--- config.mk ---
export PLATFORM = sky130hd
export DESIGN_NAME = hex_text_to_bytes
export DESIGN_NICKNAME = d
export VERILOG_FILES = /design/src/sv/htb_pkg.sv /design/src/sv/htb_decode.sv /design/src/sv/htb_pack.sv /design/src/sv/hex_text_to_bytes.sv
export SDC_FILE = /design/constraint.sdc
export NUM_CORES = 1
export LEC_CHECK = 0
export BUFFER_PORTS_ARGS = -buffer_cell sky130_fd_sc_hd__buf_4
export CORE_ASPECT_RATIO = 1.5
export CORE_MARGIN = 10
export CORE_UTILIZATION = 23
export CTS_CLUSTER_SIZE = 25
export DETAILED_ROUTE_END_ITERATION = 16
export PLACE_DENSITY_LB_ADDON = 0.08
export SLEW_MARGIN = 20
export SYNTH_ARGS = -nofsm -noshare
export SYNTH_HDL_FRONTEND = slang
export SYNTH_SLANG_ARGS = --single-unit
--- constraint.sdc ---
create_clock -name clk -period 2.7 [get_ports clk]
set_input_delay 0.54 -clock clk [delete_from_list [all_inputs] [get_ports clk]]
set_output_delay 0.54 -clock clk [all_outputs]
set_load 0.03 [all_outputs]
--- src/sv/htb_pkg.sv ---
package htb_pkg;

  // Default byte limit per text
  localparam int unsigned MAX_BYTES_DEF = 512;

  // Width of the reported byte count
  localparam int unsigned COUNT_W = 10;

  // Character codes used by the decoder
  localparam logic [7:0] CH_ZERO    = 8'h30;  // '0'
  localparam logic [7:0] CH_NINE    = 8'h39;  // '9'
  localparam logic [7:0] CH_UP_A    = 8'h41;  // 'A'
  localparam logic [7:0] CH_UP_F    = 8'h46;  // 'F'
  localparam logic [7:0] CH_LOW_A   = 8'h61;  // 'a'
  localparam logic [7:0] CH_LOW_F   = 8'h66;  // 'f'
  localparam logic [7:0] CH_UP_X    = 8'h58;  // 'X'
  localparam logic [7:0] CH_LOW_X   = 8'h78;  // 'x'
  localparam logic [3:0] LETTER_OFS = 4'd10;

  // Character class of one input character
  typedef struct packed {
    logic       is_hex;
    logic       is_zero;
    logic       is_x;
    logic [3:0] value;
  } htb_dec_t;

  // One result beat, plus a flag saying whether the item emits it
  typedef struct packed {
    logic               emit;
    logic               data_valid;
    logic [7:0]         data_byte;
    logic               done_res;
    logic [COUNT_W-1:0] byte_count;
    logic               odd_digits;
  } htb_res_t;

endpackage

--- src/sv/htb_decode.sv ---
module htb_decode (
  input  logic [7:0]       ch,
  output htb_pkg::htb_dec_t dec
);

  logic is_digit;
  logic is_upper;
  logic is_lower;

  // Classify the character
  always_comb begin
    is_digit = (ch >= htb_pkg::CH_ZERO)  && (ch <= htb_pkg::CH_NINE);
    is_upper = (ch >= htb_pkg::CH_UP_A)  && (ch <= htb_pkg::CH_UP_F);
    is_lower = (ch >= htb_pkg::CH_LOW_A) && (ch <= htb_pkg::CH_LOW_F);

    dec.is_hex  = is_digit || is_upper || is_lower;
    dec.is_zero = (ch == htb_pkg::CH_ZERO);
    dec.is_x    = (ch == htb_pkg::CH_LOW_X) || (ch == htb_pkg::CH_UP_X);

    // Map to nibble value; letters add ten to their offset from 'a'/'A'
    if (is_digit) begin
      dec.value = ch[3:0];
    end else if (is_upper) begin
      dec.value = 4'((ch - htb_pkg::CH_UP_A)) + htb_pkg::LETTER_OFS;
    end else if (is_lower) begin
      dec.value = 4'((ch - htb_pkg::CH_LOW_A)) + htb_pkg::LETTER_OFS;
    end else begin
      dec.value = 4'h0;
    end
  end

endmodule

--- src/sv/htb_pack.sv ---
module htb_pack #(
  parameter int unsigned MAX_BYTES = htb_pkg::MAX_BYTES_DEF
) (
  input  logic              clk,
  input  logic              rst,
  input  logic              step,
  input  logic              eot,
  input  htb_pkg::htb_dec_t dec,
  output htb_pkg::htb_res_t res
);

  localparam int unsigned CNT_W = $clog2(MAX_BYTES + 1);

  logic             zero_held;
  logic             nibble_held;
  logic [3:0]       high_nibble;
  logic [CNT_W-1:0] bytes_done;
  logic             limit_reached;

  logic             zero_held_next;
  logic             nibble_held_next;
  logic [3:0]       high_nibble_next;
  logic [CNT_W-1:0] bytes_done_next;
  logic             limit_reached_next;

  logic [CNT_W-1:0]                      cnt_inc;
  logic                                  at_limit;
  logic                                  dv;
  logic [7:0]                            byte_val;
  logic                                  odd;
  logic [CNT_W-1:0]                      count_sel;
  logic [CNT_W+htb_pkg::COUNT_W-1:0]     count_wide;

  assign cnt_inc  = bytes_done + CNT_W'(1);
  assign at_limit = (cnt_inc == CNT_W'(MAX_BYTES));

  // Step the packer for one item
  always_comb begin
    zero_held_next     = zero_held;
    nibble_held_next   = nibble_held;
    high_nibble_next   = high_nibble;
    limit_reached_next = limit_reached;
    dv                 = 1'b0;
    byte_val           = 8'h00;
    odd                = 1'b0;

    if (eot) begin
      // Flush a held zero as a digit
      if (zero_held && !limit_reached) begin
        if (nibble_held) begin
          byte_val         = {high_nibble, 4'h0};
          dv               = 1'b1;
          nibble_held_next = 1'b0;
        end else begin
          nibble_held_next = 1'b1;
          high_nibble_next = 4'h0;
        end
      end
      odd = nibble_held_next && !limit_reached;
    end else if (limit_reached) begin
      zero_held_next = 1'b0;
    end else if (!(zero_held && dec.is_x)) begin
      zero_held_next = 1'b0;
      // Held zero was a real digit
      if (zero_held) begin
        if (nibble_held) begin
          byte_val         = {high_nibble, 4'h0};
          dv               = 1'b1;
          nibble_held_next = 1'b0;
        end else begin
          nibble_held_next = 1'b1;
          high_nibble_next = 4'h0;
        end
      end
      // Take the new character unless the limit was just hit
      if (!(dv && at_limit)) begin
        if (dec.is_zero) begin
          zero_held_next = 1'b1;
        end else if (dec.is_hex) begin
          if (nibble_held_next) begin
            byte_val         = {high_nibble_next, dec.value};
            dv               = 1'b1;
            nibble_held_next = 1'b0;
          end else begin
            high_nibble_next = dec.value;
            nibble_held_next = 1'b1;
          end
        end
      end
    end else begin
      // Drop the "0x" prefix
      zero_held_next = 1'b0;
    end

    bytes_done_next = dv ? cnt_inc : bytes_done;
    if (dv && at_limit) begin
      limit_reached_next = 1'b1;
    end

    count_sel  = odd ? '0 : bytes_done_next;
    count_wide = {{htb_pkg::COUNT_W{1'b0}}, count_sel};

    res.emit       = dv || eot;
    res.data_valid = dv;
    res.data_byte  = byte_val;
    res.done_res   = eot;
    res.byte_count = eot ? count_wide[htb_pkg::COUNT_W-1:0] : '0;
    res.odd_digits = odd;
  end

  // Update state; end of text starts the next text fresh
  always_ff @(posedge clk) begin
    if (rst) begin
      zero_held     <= 1'b0;
      nibble_held   <= 1'b0;
      high_nibble   <= 4'h0;
      bytes_done    <= '0;
      limit_reached <= 1'b0;
    end else if (step) begin
      if (eot) begin
        zero_held     <= 1'b0;
        nibble_held   <= 1'b0;
        high_nibble   <= 4'h0;
        bytes_done    <= '0;
        limit_reached <= 1'b0;
      end else begin
        zero_held     <= zero_held_next;
        nibble_held   <= nibble_held_next;
        high_nibble   <= high_nibble_next;
        bytes_done    <= bytes_done_next;
        limit_reached <= limit_reached_next;
      end
    end
  end

`ifndef NO_ASSERTIONS
  a_count_bound: assert property (@(posedge clk) disable iff (rst)
    bytes_done <= CNT_W'(MAX_BYTES))
    else $error("byte count passed the limit");

  a_eot_clears: assert property (@(posedge clk) disable iff (rst)
    step && eot |=> !zero_held && !nibble_held && !limit_reached && (bytes_done == '0))
    else $error("state not cleared after end of text");

  a_limit_idle: assert property (@(posedge clk) disable iff (rst)
    limit_reached |-> (bytes_done == CNT_W'(MAX_BYTES)) && !nibble_held)
    else $error("limit flag out of step with count");
`endif

endmodule

--- src/sv/hex_text_to_bytes.sv ---
// Channel  Dir  Beat contents
// s_*      in   tdata[7:0] ch, tlast end_of_text
// m_*      out  tdata[7:0] data_byte, tdata[17:8] byte_count, tlast done_res,
//               tuser[0] data_valid, tuser[1] odd_digits
//
// One character per cycle while m_tready does not stall the output; a taken
// beat is held in the input register and its result in the output register.
// The input register, packer state and output register all advance together,
// so the combinational decode-and-pack path sets the rate.
// Characters that complete no byte produce no output beat, but end of text always produces the final beat.
// Synchronous reset clears the valid flags and packer state.
// A stall on m_tready holds the output and backs up into s_tready.
module hex_text_to_bytes #(
  parameter int unsigned MAX_BYTES = htb_pkg::MAX_BYTES_DEF
) (
  input  logic        clk,
  input  logic        rst,
  input  logic        s_tvalid,
  output logic        s_tready,
  input  logic [7:0]  s_tdata,   // [7:0] ch
  input  logic        s_tlast,
  output logic        m_tvalid,
  input  logic        m_tready,
  output logic [23:0] m_tdata,   // [7:0] data_byte, [17:8] byte_count, [23:18] zero
  output logic [1:0]  m_tuser,   // [0] data_valid, [1] odd_digits
  output logic        m_tlast
);

  logic              in_valid;
  logic [7:0]        in_ch;
  logic              in_eot;
  logic              advance;
  logic              s_accept;
  htb_pkg::htb_dec_t dec;
  htb_pkg::htb_res_t res;

  logic                       out_valid;
  logic                       out_dv;
  logic [7:0]                 out_byte;
  logic                       out_done;
  logic [htb_pkg::COUNT_W-1:0] out_count;
  logic                       out_odd;

  assign advance  = in_valid && (!out_valid || m_tready);
  assign s_tready = !in_valid || advance;
  assign s_accept = s_tvalid && s_tready;

  // Input register
  always_ff @(posedge clk) begin
    if (rst) begin
      in_valid <= 1'b0;
    end else begin
      in_valid <= s_accept || (in_valid && !advance);
    end
  end

  always_ff @(posedge clk) begin
    if (s_accept) begin
      in_ch  <= s_tdata;
      in_eot <= s_tlast;
    end
  end

  htb_decode u_decode (
    .ch  (in_ch),
    .dec (dec)
  );

  htb_pack #(
    .MAX_BYTES (MAX_BYTES)
  ) u_pack (
    .clk  (clk),
    .rst  (rst),
    .step (advance),
    .eot  (in_eot),
    .dec  (dec),
    .res  (res)
  );

  // Output register
  always_ff @(posedge clk) begin
    if (rst) begin
      out_valid <= 1'b0;
    end else if (advance && res.emit) begin
      out_valid <= 1'b1;
    end else if (m_tready) begin
      out_valid <= 1'b0;
    end
  end

  always_ff @(posedge clk) begin
    if (advance && res.emit) begin
      out_dv    <= res.data_valid;
      out_byte  <= res.data_byte;
      out_done  <= res.done_res;
      out_count <= res.byte_count;
      out_odd   <= res.odd_digits;
    end
  end

  assign m_tvalid = out_valid;
  assign m_tdata  = {6'b0, out_count, out_byte};
  assign m_tuser  = {out_odd, out_dv};
  assign m_tlast  = out_done;

`ifndef NO_ASSERTIONS
  a_beat_kind: assert property (@(posedge clk) disable iff (rst)
    m_tvalid && !m_tlast |-> m_tuser[0] && (m_tdata[17:8] == '0) && !m_tuser[1])
    else $error("non-final beat without a byte");

  a_odd_count: assert property (@(posedge clk) disable iff (rst)
    m_tvalid && m_tuser[1] |-> m_tlast && (m_tdata[17:8] == '0))
    else $error("odd flag with nonzero count or off the final beat");

  a_stall_full: assert property (@(posedge clk) disable iff (rst)
    !s_tready |-> in_valid && out_valid && !m_tready)
    else $error("input stalled without a full pipeline");
`endif

endmodule
==> results.ini, run 1 <==
[outcome]
outcome=completed

[clock_network]
cts_setup_buffers=0
cts_tree=yes
path_clk_slew_ns=0.07
clk_path_buf_depth=2
cts-buffers-inserted=5
clock-sinks=49
insertion_delay_ns=0.29
cts_max_level=2
clockRootBuffer=clkbuf_16

[synth]
synth_edf_count=30
async_reset_ff_share_pct=0
ys_ff_latch=49
synth.distinct_cells=62
synth-warning-count=0
synthAdderAreaFrac_pct=4.15
synth_cells=270
synth_ff_type=edfxtp_1
synthSimpleGateAreaFrac_pct=24.8
syn_area_um2=2720
seq_area_frac_synth_pct=47.2
synth_xor_area_share_pct=2.90
synth_top_family_by_area=simple AND/OR/NAND/NOR gates
synth.avg_cell_area_um2=10.1
synth_compound_area_share_pct=13.2
synthMuxAreaShare_pct=1.98

[placement]
port_buffers=35
dpl.hpwl_um=5880
gp_congestion=0.812
place_ws_ns=0.0701

[power_and_ir_drop]
intPower_uw=1290
switching_share_pct=22.7
p_sw_uw=379
worst_ir_drop_vdd_uv=234
p_clk_share_pct=42.1
p_leak_uw=0.00125
power_frac_comb_pct=8.5
power_uw=1670
pwr-share-seq_pct=49.3
p_per_area_nw_per_um2=493

[finish]
area_growth_syn_to_layout_pct=24.6
diodes=0
layout-drive-gt1-share_pct=24.8
fill_cells=1227
nNetsFinal=336

[route]
first_pass_iters=4
drcViolationCount=0
drtIter0Drc=80
routed_wl_um=7440
ant_nets=0
wl_per_cell_um=16.0
vias=2145
viasPerCell=4.61

[sta]
setup_slack_ns=0.0925
max_freq_ghz=0.384
hold_violations=0
post-route-period-util_pct=96.6
hold_ws_ns=0.421
slew_viol_final=0
fin_skew_ns=0.00953
setup_viol=0
finalCriticalPeriod_ns=2.61
setup-tns-final_ns=0

[floorplanning]
io_pins=42
placementRows=48
fp.dieArea_um2=16600
fp.coreArea_um2=11500
die_width_um=109
start_util_pct=23.5
fp.dieH_um=153

[global_routing]
overflow=0
antenna_found_initial=0
grtUsageTotal_pct=9.15
grt_max_degree=22
grt_pass1_vias=2310
grt_pass1_wl_um=12000

[setup_path]
cp.arrival_ns=2.81
cp-end-kind=flop
critical_path_class=reg2reg
critical_path_required_ns=2.91
critPathLaunchType=flop
cp_max_fo=12

[hold_path]
hold_class=in2reg

[run]
maxCapViolCount=0

==> power groups by stage <==
stage	sequential (uW)	combinational [uW]	clock (uW)
after floorplan	852	77.3	0
after detailed placement	839	145	0
final	823	142	703
after global placement	839	145	0
after global routing	825	155	759
after CTS	822	145	727
==> kinds of logic (layout without fill, tap and decap cells) <==
family,Yosys count,after routing
AND/OR/NAND/NOR,118,118
AO/OA/AOI/OAI,51,51
flip-flops,49,49
buffers and inverters,28,68
adder cells (fa/ha/maj),9,9
XOR/XNOR,9,9
multiplexers,5,5
other,1,6
==> cell type report <==
type	count	area [um^2]	area share [%]
multi-input cells	198	1310	38.6
flip-flops and latches	49	1280	37.9
repair buffers	51	408	12.1
well taps	150	188	5.55
clock buffers	8	168	4.96
inverters	9	33.8	0.999
==> critical path, stage by stage, from the launching register on <==
cell	delay [ns]
edfxtp_1	0.43
inv_2	0.10
ha_1	0.15
or3b_1	0.36
a21o_1	0.20
and3b_4	0.20
mux2i_2	0.16
and2_4	0.20
or4_4	0.51
o31ai_2	0.20
==> per-stage QoR <==
step / cell area [um^2] / cells / util (%)
finish: 3380 / 465 / 29.3
global route: 3380 / 465 / 29.3
CTS: 3380 / 465 / 29.3
detailed placement: 3210 / 457 / 27.8
global placement: 3210 / 457 / 27.8
floorplan: 2730 / 275 / -
==> final timing paths <==
path / startpoint / to / slack, ns / cells after the start
worst min-delay path: s_tdata[0] / in_ch[0] / 0.42 / 1
worst min register to register: u_pack.high_nibble[2] / u_pack.high_nibble[2] / 0.45 / 2
worst max-delay path: in_ch[1] / u_pack.bytes_done[7] / 0.09 / 9
worst max register to register: in_ch[1] / u_pack.bytes_done[7] / 0.09 / 9
==> flip-flops by register name, indices dropped and copies added (netlist names) <==
| register | flops |
|---|---|
| in_ch | 8 |
| in_eot | 1 |
| in_valid | 1 |
| m_tlast | 1 |
| m_tvalid | 1 |
| out_byte | 8 |
| out_count | 10 |
| out_dv | 1 |
| out_odd | 1 |
| u_pack.bytes_done | 10 |
| u_pack.high_nibble | 4 |
| u_pack.limit_reached | 1 |
| u_pack.nibble_held | 1 |
| u_pack.zero_held | 1 |
==> metal layers <==
layer | global-route usage [%] | share of wire (%) | vias to the layer above
met4 | 3.97 | 2.3 | 0
met3 | 2.15 | 3.8 | 9
met5 | 0 | 0 | -
li1 | - | - | 1072
met1 | 8.84 | 37 | 1019
met2 | 17.5 | 57 | 45
==> synth_stat cells, types with 2 or more instances <==
master | instances | area share [%]
and3_1 | 4 | 0.92
clkbuf_1 | 6 | 0.83
nand3b_1 | 4 | 1.1
buf_4 | 10 | 2.8
and4bb_1 | 2 | 0.92
o21ai_0 | 10 | 1.8
nand2b_1 | 3 | 0.69
o311ai_0 | 4 | 1.3
nor4_1 | 2 | 0.46
nand3_1 | 18 | 3.3
or2_2 | 3 | 0.69
dfxtp_1 | 19 | 14
xnor2_1 | 3 | 0.97
nand2_1 | 22 | 3.0
nor2_1 | 23 | 3.2
buf_2 | 2 | 0.37
nand4_1 | 6 | 1.4
mux2i_1 | 4 | 1.5
o211ai_1 | 2 | 0.55
and2_1 | 4 | 0.92
or3_1 | 3 | 0.69
o31ai_1 | 3 | 0.83
a31oi_1 | 3 | 0.69
ha_1 | 9 | 4.1
inv_1 | 9 | 1.2
nand4b_1 | 4 | 1.3
nor3_1 | 5 | 0.92
nor2b_1 | 2 | 0.46
a21oi_1 | 12 | 2.2
a311oi_1 | 2 | 0.65
nand3_2 | 2 | 0.74
edfxtp_1 | 30 | 33
xor2_1 | 6 | 1.9
==> layout by cell type, fill, tap and decap left out, types with 4 or more instances in the layout <==
cell,n
and3_1,4
o21ai_0,10
clkbuf_16,6
nand3_1,18
nand3b_1,4
inv_1,7
edfxtp_1,30
ha_1,9
and2_1,4
nand4_1,6
nand4b_1,4
a21oi_1,12
nand2_1,22
mux2i_1,4
nor3_1,5
xor2_1,6
dfxtp_1,19
buf_4,49
conb_1,6
o311ai_0,4
nor2_1,23
==> what timing repair did <==
item,4_1_cts,5_1_grt
hold buffers,0,0
resized for setup,0,3
setup endpoints to repair,0,3
(Power assumes the default switching activity.)
==> run 2: changes to the inputs <==
- RECOVER_POWER: unset -> 25
- SLEW_MARGIN: 20 -> 40
==> run 2 against run 1 <==
Compared with the run above:
- critical path depth unchanged
- combinational power hardly changed
- sequential share of layout area is 0.21 points higher
- sequential cell count unchanged
- global-route usage is the same
- via count unchanged
- critical path type unchanged
- largest power group unchanged
- die area unchanged
- count of clock-buffer cells in the layout unchanged
- wire length unchanged
- final area fell by 0.55%
- final cell count is the same
==> results.ini, run 2 (synthesis gave the netlist of run 1 again) <==
[placement]
port_buffers=35  ; unchanged
gp_congestion=0.812  ; unchanged
dpl.hpwl_um=5880  ; unchanged
place_ws_ns=0.0701  ; unchanged
dpl_cell_area_um2=3210  ; unchanged

[hold_path]
holdPathEnd=in_ch[0]
hold_class=in2reg
min_from=s_tdata[0]
worstHoldPathCells=1  ; unchanged

[global_routing]
grt_pass1_wl_um=12000  ; unchanged
grt_max_degree=22  ; unchanged
grt_pass1_vias=2310  ; unchanged
grtUsageTotal_pct=9.15  ; unchanged
antenna_found_initial=0  ; unchanged
overflow=0  ; unchanged

[clock_network]
cts-buffers-inserted=5  ; unchanged
cts_max_level=2  ; unchanged
cts_tree=yes
path_clk_slew_ns=0.07  ; about the same
cts_hold_buffers=0  ; unchanged
clock-sinks=49  ; unchanged
clockRootBuffer=clkbuf_16
insertion_delay_ns=0.29  ; about the same
clk_path_buf_depth=2  ; unchanged

[setup_path]
cpPeakStageDelay_ns=0.51  ; about the same
cp-end-kind=flop
r2r-end=u_pack.bytes_done[7]
critical_path_depth=9  ; unchanged
critical_path_required_ns=2.91  ; about the same
critPathLaunchType=flop
path_buf_inv=1  ; unchanged
slowest_stage=or4_4
cpLargestDelayFamily=simple AND/OR/NAND/NOR gates
cp_max_fo=12  ; unchanged
r2r_cells=9  ; unchanged
critical_path_class=reg2reg
rrSetupSlack_ns=0.09  ; about the same
crit-reg2reg-launch=in_ch[1]
cp_cell_sequence=inv_2 > ha_1 > or3b_1 > a21o_1 > and3b_4 > mux2i_2 > and2_4 > or4_4 > o31ai_2
cp.arrival_ns=2.81  ; about the same

[power_and_ir_drop]
worst_ir_drop_vdd_uv=234  ; about the same
p_per_area_nw_per_um2=495  ; +0.43%
p_leak_uw=0.00123  ; -1.6%

[sta]
finalCriticalPeriod_ns=2.61  ; +0.000144 ns
fin_skew_ns=0.00945  ; -0.0000855 ns
worst_slew_pin_slew_ns=0.592
slew_viol_final=0  ; unchanged
post-route-period-util_pct=96.6  ; about the same
slew_headroom_pct=60.5
setup-tns-final_ns=0  ; unchanged
setup_viol=0  ; unchanged
hold_violations=0  ; unchanged
max_freq_ghz=0.383  ; about the same
setup_slack_ns=0.0923  ; -0.000144 ns
hold_ws_ns=0.443  ; +0.0221 ns

[route]
vias=2145  ; unchanged
routed_wl_um=7440  ; unchanged
wl_per_cell_um=16.0  ; unchanged
drtIter0Drc=81  ; +1.3%
ant_nets=0  ; unchanged
viasPerCell=4.61  ; unchanged
first_pass_iters=4  ; unchanged
drcViolationCount=0  ; unchanged

[finish]
layout-drive-gt1-share_pct=23.2  ; -1.6 points
nNetsFinal=336  ; unchanged
diodes=0  ; unchanged
mostFrequentLayoutCells=buf_4 (34), edfxtp_1 (30), nor2_1 (23)
area_growth_syn_to_layout_pct=23.9
finish.instance_area_um2=3360  ; -0.55%
final_common_cell=buf_4
top_regs=out_count x10, u_pack.bytes_done x10
final_util_pct=29.2  ; -0.16 points

[floorplanning]
fp.coreArea_um2=11500  ; unchanged
io_pins=42  ; unchanged
placementRows=48  ; unchanged
start_util_pct=23.5  ; unchanged
die_width_um=109  ; unchanged
fp.dieArea_um2=16600  ; unchanged
fp.dieH_um=153  ; unchanged

[run]
maxCapViolCount=0  ; unchanged

[outcome]
outcome=completed

run 2: cell count changes in the layout (fill, tap and decap cells not counted), sizes merged:
| cell | change |
|---|---|
| buf | -15 |
| clkbuf | +15 |
run 2: worst max path at each step:
stage                                 to  startpoint  slack [ns]
floorplan                        m_tlast    in_ch[0]        0.06
global placement    u_pack.bytes_done[5]    in_ch[1]         0.1
finish              u_pack.bytes_done[7]    in_ch[1]        0.09
CTS                 u_pack.bytes_done[7]    in_ch[1]        0.05
global route        u_pack.bytes_done[7]    in_ch[1]       -0.04
detailed placement  u_pack.bytes_done[7]    in_ch[1]        0.07
run 2: through the flow:
| step | power, uW | cells |
|---|---|---|
| detailed placement | 984 | 457 |
| CTS | 1690 | 465 |
| floorplan | 929 | 275 |
| finish | 1670 | 465 |
| global route | 1740 | 465 |
| global placement | 984 | 457 |
run 2: power breakdown:
| part | internal (uW) | switching (uW) | total (uW) |
|---|---|---|---|
| logic | 51.9 | 88.2 | 140 |
| clock network | 426 | 277 | 703 |
| registers | 809 | 13.4 | 823 |
run 2: layer usage:
layer	routed length [um]	GRT usage, %	up-vias
met5	0	0	-
met4	170	3.97	0
met3	270	2.15	9
met2	4260	17.5	40
met1	2740	8.84	1023
li1	-	-	1073
run 2: worst register-to-register path, cell delays in order, from the launching register on:
cell	delay (ns)
edfxtp_1	0.43
inv_2	0.10
ha_1	0.15
or3b_1	0.36
a21o_1	0.20
and3b_4	0.20
mux2i_2	0.16
and2_4	0.20
or4_4	0.51
o31ai_2	0.20
run 2: final cells by class:
cell class | count | area (um^2)
Clock buffer | 8 | 168
Multi-Input combinational cell | 198 | 1310
Tap cell | 150 | 188
Fill cell | 1225 | 8170
Timing Repair Buffer | 51 | 389
Sequential cell | 49 | 1280
Inverter | 9 | 33.8
run 2: timing repair:
item / CTS / global route
setup buffers: 0 / 0
endpoints found under the setup margin: 0 / 3
resized for setup: 0 / 3
==> run 3: changes to the inputs <==
- clock period: 2.7 -> 2.8 ns (I/O delays scaled with it)
==> run 3 against run 2 <==
Compared with the run above:
- register-to-register slack better by 0.02 ns
- combinational power is 8% lower
- hold slack improved by 0.0020 ns
- final cell count is 0.65% lower
- highest routed layer unchanged
- global-route usage fell by 0.11 points
- die area stayed put
- critical path type unchanged
- largest power group unchanged
- largest cell class unchanged
==> results.ini, run 3 (synthesis gave the netlist of run 1 again) <==
[outcome]
outcome=completed

[clock_network]
cts_tree=yes
clock-sinks=49  ; unchanged
ctsResizeCount=0  ; unchanged
insertion_delay_ns=0.29  ; about the same
cts-buffers-inserted=5  ; unchanged
cts_setup_buffers=0  ; unchanged
clk_path_buf_depth=2  ; unchanged
clockRootBuffer=clkbuf_16
path_clk_slew_ns=0.07  ; about the same
cts_hold_buffers=0  ; unchanged
cts_max_level=2  ; unchanged

[sta]
finalCriticalPeriod_ns=2.68  ; +0.0755 ns
slew_headroom_pct=58.9  ; -1.6 points
slew_viol_final=0  ; unchanged
worst_slew_pin_slew_ns=0.616  ; +0.0233 ns
hold_violations=0  ; unchanged
max_freq_ghz=0.373  ; -2.8%
setup-tns-final_ns=0  ; unchanged
rsz0062_at_grt=false
fin_skew_ns=0.00949  ; +0.0000409 ns
post-route-period-util_pct=95.8  ; -0.75 points
setup_viol=0  ; unchanged

[setup_path]
r2r_cells=9  ; unchanged
rrSetupSlack_ns=0.12  ; +0.02 ns
cpLargestDelayFamily=simple AND/OR/NAND/NOR gates
critPathLaunchType=flop
critical_path_class=reg2reg
path_buf_inv=1  ; unchanged
r2r-end=u_pack.bytes_done[7]
cp-end-kind=flop
cp_cell_sequence=inv_1 > ha_1 > or3b_1 > a21o_1 > and3b_4 > mux2i_2 > and2_4 > or4_4 > o31ai_1
slowest_stage=or4_4
cp.arrival_ns=2.89  ; +0.08 ns
cpPeakStageDelay_ns=0.50  ; about the same
cp_max_fo=12  ; unchanged
crit-reg2reg-launch=in_ch[0]
critical_path_required_ns=3.00  ; +0.09 ns

[floorplanning]
die_width_um=109  ; unchanged
fp.coreArea_um2=11500  ; unchanged
fp.dieArea_um2=16600  ; unchanged
placementRows=48  ; unchanged
io_pins=42  ; unchanged
start_util_pct=23.5  ; unchanged
fp.dieH_um=153  ; unchanged

[placement]
dp.cells=454  ; -0.66%
dpl.hpwl_um=5760  ; -2.0%
port_buffers=35  ; unchanged
gp_congestion=0.820  ; +1.0%

[global_routing]
overflow=0  ; unchanged
grtUsageTotal_pct=9.04  ; -0.11 points
grt_pass1_wl_um=11900  ; -0.58%
grt_pass1_vias=2277  ; -1.4%
antenna_found_initial=0  ; unchanged
grt_max_degree=22  ; unchanged

[route]
drtIter0Drc=82  ; +1.2%
ant_nets=0  ; unchanged
drcViolationCount=0  ; unchanged
wl_per_cell_um=16.0  ; -0.14%
viasPerCell=4.59  ; -0.43%
first_pass_iters=4  ; unchanged
vias=2122  ; -1.1%
routed_wl_um=7380  ; -0.78%

[power_and_ir_drop]
p_per_area_nw_per_um2=461  ; -6.8%
power_uw=1520  ; -8.8%
p_leak_uw=0.00119  ; -3.0%
worst_ir_drop_vdd_uv=204  ; -13%

[finish]
area_growth_syn_to_layout_pct=21.2
mostFrequentLayoutCells=buf_4 (31), edfxtp_1 (30), nor2_1 (23)
diodes=0  ; unchanged
final_common_cell=buf_4
top_regs=out_count x10, u_pack.bytes_done x10
fin_cells=462  ; -0.65%
layout-drive-gt1-share_pct=21.2  ; -2.0 points
nNetsFinal=333  ; -0.89%
final_util_pct=28.5  ; -0.63 points

[hold_path]
hold_class=reg2reg
worstHoldPathCells=2  ; +1
min_from=u_pack.high_nibble[3]
holdPathEnd=u_pack.high_nibble[3]

[run]
maxCapViolCount=0  ; unchanged

-- run 3: cell types whose count changed in the layout (fill, tap and decap cells not counted), sizes merged --
| cell | delta |
|---|---|
| clkinv | +2 |
| buf | -4 |
| clkbuf | -1 |
-- run 3: layer usage --
metal / wire length, um / track usage [%] / up-vias
met3: 292 / 2.02 / 7
met2: 4140 / 17.1 / 40
met5: 0 / 0 / -
li1: - / - / 1072
met1: 2810 / 9.03 / 1003
met4: 138 / 3.72 / 0
-- run 3: layout make-up --
type / instances / area, um^2
flip-flops and latches: 49 / 1280
fillers: 1245 / 8240
inverters: 9 / 33.8
well taps: 150 / 188
clock inverters: 2 / 10.0
multi-input cells: 198 / 1300
clock buffers: 6 / 129
repair buffers: 48 / 350
-- run 3: worst max-delay path by stage --
stage / cells past startpoint / slack [ns] / start / to
final: 9 / 0.12 / in_ch[0] / u_pack.bytes_done[7]
after global routing: 9 / 0.0004 / in_ch[0] / u_pack.bytes_done[9]
after CTS: 9 / 0.12 / in_ch[0] / u_pack.bytes_done[7]
after detailed placement: 9 / 0.15 / in_ch[0] / u_pack.bytes_done[5]
after global placement: 9 / 0.18 / in_ch[0] / u_pack.bytes_done[5]
after floorplan: 8 / 0.16 / in_ch[0] / m_tlast
-- run 3: worst min-delay path, stage by stage, from the launching register on --
cell and delay [ns]:
dfxtp_1 0.32, nand2_1 0.04, o21ai_0 0.05
-- run 3: through the flow --
stage	cell area [um^2]	setup WS (ns)	hold WS (ns)
after floorplan	2730	0.162	0.417
after global placement	3180	0.178	0.429
after detailed placement	3180	0.151	0.435
after CTS	3310	0.120	0.431
after global routing	3290	0.000421	0.454
final	3290	0.117	0.445
-- run 3: power breakdown --
part | switching [uW] | leakage, uW | internal, uW
combinational | 82.3 | 0.000684 | 46.4
sequential | 14.6 | 0.000439 | 780
clock | 267 | 0.0000706 | 329
total | 363 | 0.00119 | 1160
